### src/sv/assert_macros.svh
// Assertion macros used by the velocity merge controller.
`ifndef ASSERT_MACROS_SVH
`define ASSERT_MACROS_SVH
`ifndef SYNTH
// Same-cycle implication, checked on the rising edge of clk outside reset.
`define KCVM_ASSERT_IMP(lbl, a, b) \
  lbl: assert property (@(posedge clk) disable iff (!rst_n) (a) |-> (b)) \
    else $error("same-cycle implication failed");
// Next-cycle implication, checked on the rising edge of clk outside reset.
`define KCVM_ASSERT_NXT(lbl, a, b) \
  lbl: assert property (@(posedge clk) disable iff (!rst_n) (a) |=> (b)) \
    else $error("next-cycle implication failed");
`else
`define KCVM_ASSERT_IMP(lbl, a, b)
`define KCVM_ASSERT_NXT(lbl, a, b)
`endif
`endif

### src/sv/kcvm_pkg.sv
// Shared types, codes and defaults for the keyboard coupler velocity merge.
`timescale 1ns / 1ps
package kcvm_pkg;

  localparam int MAX_KEYS_DEF    = 64;
  localparam int NUM_SOURCES_DEF = 8;

  // Input command codes.
  localparam logic [2:0] CMD_NOTE_ON    = 3'd0;
  localparam logic [2:0] CMD_NOTE_OFF   = 3'd1;
  localparam logic [2:0] CMD_COUPLER    = 3'd2;
  localparam logic [2:0] CMD_UNISON_SET = 3'd3;
  localparam logic [2:0] CMD_UNISON_CLR = 3'd4;

  // Result kinds.
  localparam logic [1:0] KIND_ECHO   = 2'd0;
  localparam logic [1:0] KIND_UPDATE = 2'd1;
  localparam logic [1:0] KIND_OUTPUT = 2'd2;

  // Configuration register indexes.
  localparam logic [1:0] CFG_FIRST_NOTE        = 2'd0;
  localparam logic [1:0] CFG_FIRST_LOGICAL_KEY = 2'd1;
  localparam logic [1:0] CFG_ACCESSIBLE_KEYS   = 2'd2;
  localparam logic [1:0] CFG_LOGICAL_KEYS      = 2'd3;

  localparam logic [7:0] UNISON_MAX = 8'd255;

  typedef struct packed {
    logic [1:0] kind;
    logic [6:0] note;
    logic [8:0] velocity;
    logic [8:0] remote_velocity;
    logic [6:0] division_note;
    logic       midi_valid;
    logic       in_view;
  } res_t;

  typedef enum logic [3:0] {
    S_IDLE, S_DEC, S_PV_CHK, S_SV_RD, S_SV_CHK, S_SCAN, S_UPD,
    S_DRV_CHK, S_RED_RD, S_RED_CHK, S_FIN
  } kcvm_state_t;

  typedef enum logic [3:0] {
    OP_IDLE, OP_DEC, OP_PV_CHK, OP_SV_RD, OP_SV_CHK, OP_SCAN, OP_UPD,
    OP_DRV_CHK, OP_RED_RD, OP_RED_CHK, OP_FIN
  } dp_op_t;

  typedef struct packed {
    dp_op_t op;
    logic   load;
  } ctl_t;

  typedef struct packed {
    logic [2:0] cmd;
    logic       win_ok;
    logic       uc_zero;
    logic       uc_one;
    logic       lim_zero;
    logic       key_ok;
    logic       pv_same;
    logic       sv_same;
    logic       scan_last;
    logic       lvl_same;
    logic       red_last;
    logic       can_push;
    logic       pend_valid;
    logic       out_free;
  } stat_t;

endpackage

### src/sv/kcvm_ctrl.sv
// Controller state machine that sequences the velocity merge datapath.
`timescale 1ns / 1ps
`include "assert_macros.svh"
module kcvm_ctrl (
  input  logic            clk,
  input  logic            rst_n,
  input  logic            in_valid,
  output logic            in_ready,
  input  kcvm_pkg::stat_t st,
  output kcvm_pkg::ctl_t  ctl
);
  import kcvm_pkg::*;

  kcvm_state_t state_r, state_nxt;

  // State register.
  always_ff @(posedge clk) begin
    if (!rst_n) begin
      state_r <= S_IDLE;
    end else begin
      state_r <= state_nxt;
    end
  end

  // Next state.
  always_comb begin
    state_nxt = state_r;
    unique case (state_r)
      S_IDLE: begin
        if (in_valid) state_nxt = S_DEC;
      end
      S_DEC: begin
        unique case (st.cmd)
          CMD_NOTE_ON, CMD_NOTE_OFF: state_nxt = st.win_ok ? S_PV_CHK : S_FIN;
          CMD_COUPLER:    state_nxt = S_SV_RD;
          CMD_UNISON_SET: state_nxt = (st.uc_zero && !st.lim_zero) ? S_RED_RD : S_FIN;
          CMD_UNISON_CLR: state_nxt = (st.uc_one && !st.lim_zero) ? S_RED_RD : S_FIN;
          default:        state_nxt = S_FIN;
        endcase
      end
      S_PV_CHK: begin
        if (st.pv_same) state_nxt = S_FIN;
        else if (st.can_push) state_nxt = S_SV_RD;
      end
      S_SV_RD:   state_nxt = st.key_ok ? S_SV_CHK : S_FIN;
      S_SV_CHK:  state_nxt = st.sv_same ? S_FIN : S_SCAN;
      S_SCAN: begin
        if (st.scan_last) state_nxt = S_UPD;
      end
      S_UPD: begin
        if (st.can_push) state_nxt = S_DRV_CHK;
      end
      S_DRV_CHK: begin
        if (st.lvl_same || st.can_push) state_nxt = S_FIN;
      end
      S_RED_RD:  state_nxt = S_RED_CHK;
      S_RED_CHK: begin
        if (st.lvl_same || st.can_push) state_nxt = st.red_last ? S_FIN : S_RED_RD;
      end
      S_FIN: begin
        if (!st.pend_valid || st.out_free) state_nxt = S_IDLE;
      end
      default:   state_nxt = S_IDLE;
    endcase
  end

  // Commands to the datapath.
  always_comb begin
    ctl.load = (state_r == S_IDLE) && in_valid;
    in_ready = (state_r == S_IDLE);
    unique case (state_r)
      S_IDLE:    ctl.op = OP_IDLE;
      S_DEC:     ctl.op = OP_DEC;
      S_PV_CHK:  ctl.op = OP_PV_CHK;
      S_SV_RD:   ctl.op = OP_SV_RD;
      S_SV_CHK:  ctl.op = OP_SV_CHK;
      S_SCAN:    ctl.op = OP_SCAN;
      S_UPD:     ctl.op = OP_UPD;
      S_DRV_CHK: ctl.op = OP_DRV_CHK;
      S_RED_RD:  ctl.op = OP_RED_RD;
      S_RED_CHK: ctl.op = OP_RED_CHK;
      S_FIN:     ctl.op = OP_FIN;
      default:   ctl.op = OP_IDLE;
    endcase
  end

  // No result may still be held back once the block is idle again.
  `KCVM_ASSERT_IMP(a_idle_no_pending, state_r == S_IDLE, !st.pend_valid)
  // An accepted transfer is always decoded next.
  `KCVM_ASSERT_NXT(a_accept_decode, state_r == S_IDLE && in_valid, state_r == S_DEC)
  // The source scan runs without a break until its final entry.
  `KCVM_ASSERT_NXT(a_scan_runs, state_r == S_SCAN && !st.scan_last, state_r == S_SCAN)

endmodule

### config.mk
export PLATFORM = sky130hd
export DESIGN_NAME = kcvm_ctrl
export DESIGN_NICKNAME = d
export VERILOG_FILES = /design/src/sv/kcvm_pkg.sv /design/src/sv/kcvm_ctrl.sv
export VERILOG_INCLUDE_DIRS = /design/src /design/src/sv
export SDC_FILE = /design/constraint.sdc
export NUM_CORES = 1
export LEC_CHECK = 0
export ABC_CLOCK_PERIOD_IN_PS = 2100
export BUFFER_PORTS_ARGS = -buffer_cell sky130_fd_sc_hd__buf_2
export CAP_MARGIN = 20
export CORE_MARGIN = 10
export CORE_UTILIZATION = 47
export DETAILED_ROUTE_END_ITERATION = 8
export PLACE_DENSITY_LB_ADDON = 0.05
export SLEW_MARGIN = 20
export SYNTH_ARGS = -nofsm -noshare
export SYNTH_HDL_FRONTEND = slang
export SYNTH_SLANG_ARGS = --single-unit
### constraint.sdc
create_clock -name clk -period 2.1 [get_ports clk]
set_input_delay 0.105 -clock clk [delete_from_list [all_inputs] [get_ports clk]]
set_output_delay 0.105 -clock clk [all_outputs]
set_load 0.02 [all_outputs]
## Word level (Yosys, flattened, before mapping)

Memory sizes are Yosys's and may differ from the RTL's. A register that Yosys moved wholly into a read port is not among the register bits.
Cells that the tools add are included.

- Equal/unequal tests: 21
- Muxes and demuxes: 18
- Reductions and logical operators: 11

Operator list:

| kind | number |
|---|---|
| $mux 4 | 13 |
| $pmux 4 s11 | 1 |
| $eq 4x3->1 const B | 4 |
| $pmux 4 s4 | 1 |
| $eq 4x4->1 const B | 3 |
| $ne 2x2->1 const B | 6 |
| $eq 4x2->1 const B | 2 |
| $reduce_and 7->1 | 1 |
| $eq 3x2->1 const B | 2 |
| $mux 2 | 3 |
| $eq 4x1->1 const B | 1 |
| $logic_not 4->1 | 1 |
| $eq 3x1->1 const B | 1 |
| $eq 3x3->1 const B | 1 |
| $logic_and 1x1->1 | 3 |
| $logic_not 3->1 | 1 |
| $ne 3x3->1 const B | 1 |
| $logic_not 1->1 | 2 |
| $logic_or 1x1->1 | 2 |
| $reduce_or 2->1 | 1 |

- Register bits after elaboration: 4
- ROM bits: 64
- Input bits: 19
- Logic and storage cells: 52
- Memories kept: 1

Memory list:

| name | depth | width | read ports | clocked after memory_dff | wr ports | line | RTL |
|---|---|---|---|---|---|---|---|
| (name not given) | 16 | 4 | 1 | 1 | 0 | kcvm_ctrl.sv:71 | `unique case (state_r)` |

## Logic depth before layout (Yosys ltp)

- Depth in word-level cells: 7
- Depth in mapped cells: 6
- Depth with buffers taken out: 4

## Worst setup path after synthesis

No wires, ideal clock.

- Path kind: reg2reg
- Start point: reg state_r[0]
- End point: reg ctl[1] (netlist name)
- Library setup time: 0.072 ns
- Arrival: 1.486 ns
- Slack: 0.542 ns
- Stages on the path, launching flop included: 7
- Buffers on the path: 2
- Clock period less this slack: 1.558 ns
- Cell sequence: dfxtp_1 -> buf_2 -> or4bb_1 -> a21oi_1 -> or3_1 -> buf_4 -> mux2i_1

- Longest elaborated chain between the ends: 5
- Elaborated cells on any way between the ends: 22
- Classes of those cells: 17 x eq/ne; 3 x mux; 2 x reduce/logical

RTL lines:

| item | line | RTL |
|---|---|---|
| start: declaration | kcvm_ctrl.sv:14 | `kcvm_state_t state_r, state_nxt;` |
| start signal: assignment | kcvm_ctrl.sv:21 | `state_r <= state_nxt;` |
| $eq 4x2->1, or another cell as far along | kcvm_ctrl.sv:28 | `unique case (state_r)` |
| $ne 3x3->1 (no source line) / $ne 2x2->1 (equally long branches) | -- |  |
| $reduce_and 7->1 (no source line) | -- |  |
| $mux 4 (no source line) (*) (2 in series) | -- |  |

Mark *: on every way between the ends. The rest lies on a longest branch, timed or not.
A chain may end at the register's enable or synchronous reset.

==> flow_metrics.py <==
metrics = {
    "outcome": {
        "status": "completed",
    },
    "clocking": {
        "cts.sinks": 8,
        "clk_latency_ps": 250,
        "cts_tree": "yes",
        "cts.clk_slew.worst_paths_ps": 50,
        "cts_root_buf": "clkbuf_4",
        "cts_setup_buffers": 0,
        "numCtsBuffers": 3,
        "clock_path_buffers": 2,
        "cts_hold_buf": 0,
        "cts_resized": 0,
        "htreeDepth": 1,
    },
    "floorplanning": {
        "die_x_um": 57.32,
        "die_h_um": 57.32,
        "start_util_pct": 50.29,
        "rows": 13,
        "coreArea_um2": 1301,
        "die_area_um2": 3285,
        "ioPinCount": 25,
    },
    "layout": {
        "drive_above_1_share_pct": 34.00,
        "diodes": 0,
        "fin_nets": 121,
        "areaGrowthSynthToFinish_pct": 23.71,
        "fillers": 127,
        "final_cell_mix": "buf_2 (24), nand2b_1 (8), dfxtp_1 (8)",
        "final_common_cell": "buf_2",
    },
    "grt": {
        "grt_max_degree": 14,
        "grt_pass1_wl_um": 2808,
        "first_global_vias": 664,
        "overflow": 0,
        "antenna_found_initial": 0,
        "track_usage_pct": 9.978,
    },
    "timing": {
        "setup_ws_ps": 315.7,
        "hold_viol": 0,
        "fmaxAchievable_mhz": 560.4,
        "clock_skew_ps": 2.460,
        "setup_violations": 0,
        "fin_tns_setup_ps": 0,
        "tightest_slew_ps": 495.4,
        "slew_headroom_pct": 66.12,
        "grt_setup_unrepaired": "no",
        "fin_crit_sh_pct": 84.97,
        "finalMaxSlewViolations": 0,
        "min_period_ps": 1784,
    },
    "logic_synthesis": {
        "synth_compound_area_share_pct": 30.59,
        "ys_seq_area_share_pct": 24.47,
        "synth.distinct_cells": 39,
        "synth_area_um2": 654.4,
        "synth_edf_count": 0,
        "yosysTopAreaCellShare_pct": 24.47,
        "synth_top_family_by_area": "simple AND/OR/NAND/NOR gates",
        "synth_area_leaders": "dfxtp_1 (24%), nand2b_1 (7.6%), or4b_1 (4.6%)",
        "synthArstFlopShare_pct": 0,
        "synthAdderAreaFrac_pct": 0,
        "ys_warn_count": 0,
        "synthXorXnorAreaFrac_pct": 0,
        "synth_largest_area_cell": "dfxtp_1",
        "synthSimpleGateAreaFrac_pct": 36.33,
        "syn_nets": 95,
        "ys.flop_type": "dfxtp_1",
        "avgSynthCellArea_um2": 8.610,
        "synth_seq_cells": 8,
        "syn_inst": 76,
        "synth.mux.area_fraction_pct": 3.059,
    },
    "worst_setup_path": {
        "cp_max_fo": 12,
        "critPathLaunch": "state_r[2]",
        "critical_path_arrival_ps": 1680,
        "r2r_end": "ctl[1]",
        "worstSetupPathType": "reg -> out",
        "cp.required_ps": 2000,
        "worstSetupEndpoint": "ctl[0]",
        "r2r_slack_ps": 380,
        "cp-start-kind": "register",
        "r2r-start": "state_r[0]",
        "worstSetupEndpointType": "output pin",
        "reg2reg_depth": 4,
    },
    "place": {
        "io_buffer_count": 24,
        "gp_congestion": 0.7903,
        "post-place-ws_ps": 413.5,
        "dp_hpwl_um": 1382,
    },
    "detailed_routing": {
        "wirelength_um": 1667,
        "ant_nets": 0,
        "viasPerCell": 5.965,
        "drtIter0Drc": 14,
        "via_count": 686,
        "firstDrtPassIters": 4,
        "drc": 0,
        "wl_per_cell_um": 14.50,
    },
    "power_and_ir_drop": {
        "p_per_area_nw_per_um2": 1109,
        "power.static_leakage_nw": 0.3374,
        "pwr-share-seq_pct": 29.6,
        "p_sw_mw": 0.4062,
        "p_int_mw": 0.4913,
        "power_switching_share_pct": 45.26,
        "power_frac_clock_pct": 12.6,
        "vdd_drop_max_uv": 626.7,
        "pwr-share-comb_pct": 57.7,
    },
    "hold_path": {
        "hold_path.class": "in -> reg",
        "holdPathStages": 3,
    },
    "flow_run": {
        "maxCapViolCount": 0,
    },
}
[power by group through the flow]
stage	clock network [mW]	logic [mW]	registers (mW)
after floorplan	0	0.382	0.268
after global placement	0	0.515	0.268
after detailed placement	0	0.518	0.269
after CTS	0.118	0.520	0.267
after global routing	0.126	0.572	0.275
final	0.113	0.518	0.266
[flip-flops by register name, indices dropped and copies added (netlist names)]
signal / cells
state_r: 4
ctl: 4
[worst max-delay path, cell delays in order (launching register included)]
cell and delay [ps]:
dfxtp_1 380, buf_4 200, or3_1 410, nor2_1 150
and2_1 140, buf_2 160
[metrics by stage]
step	power [mW]	instances	hold WS, ps	utilization [%]	instance area [um2]
5_1_grt	0.9736	115	226.1	62.21	809.5
2_1_floorplan	0.6501	76	278.1	-	654.4
3_5_place_dp	0.7873	112	457.0	60.48	787.0
4_1_cts	0.9050	115	197.6	62.21	809.5
3_3_place_gp	0.7826	112	461.5	60.48	787.0
6_report	0.8974	115	207.2	62.21	809.5
[synthesized netlist by cell type (2+ instances only)]
library cell	instances
dfxtp_1	8
nand2b_1	8
o21ai_1	4
a21oi_1	3
clkbuf_1	3
o31ai_1	3
or3_1	3
or4b_1	3
a21o_1	2
buf_2	2
inv_1	2
mux2i_1	2
nand3b_1	2
nor2_1	2
nor2b_1	2
o211ai_1	2
o21ai_0	2
or4bb_1	2
[layout make-up]
class,instances,area [um2],area share (%)
Clock buffer,3,22.52,2.782
Sequential cell,8,160.2,19.78
Timing Repair Buffer,27,142.6,17.62
Inverter,2,7.507,0.9274
Tap cell,15,18.77,2.318
Multi-Input combinational cell,60,457.9,56.57
[kinds of logic after synthesis]
group	after synthesis
buffers and inverters	8
AOI/OAI and AO/OA	25
DFF	8
and+or+nand+nor	33
muxes	2
[per-layer routing]
layer / track usage, % / wire [um] / up-vias / share of wire, %
li1: - / - / 344 / -
met1: 12.14 / 780 / 319 / 47
met2: 15.97 / 773 / 23 / 46
met3: 4.204 / 114 / 0 / 6.8
met4: 2.013 / 0 / 0 / 0
met5: 0 / 0 / - / 0
[worst min-delay path by stage]
stage	startpoint	slack, ps	to
2_1_floorplan	rst_n	280	ctl[1]
3_3_place_gp	rst_n	460	ctl[1]
3_5_place_dp	rst_n	460	ctl[1]
4_1_cts	rst_n	200	state_r[0]
5_1_grt	rst_n	230	state_r[0]
6_report	rst_n	210	state_r[0]
Note: power is estimated with default switching activity, not from simulation.
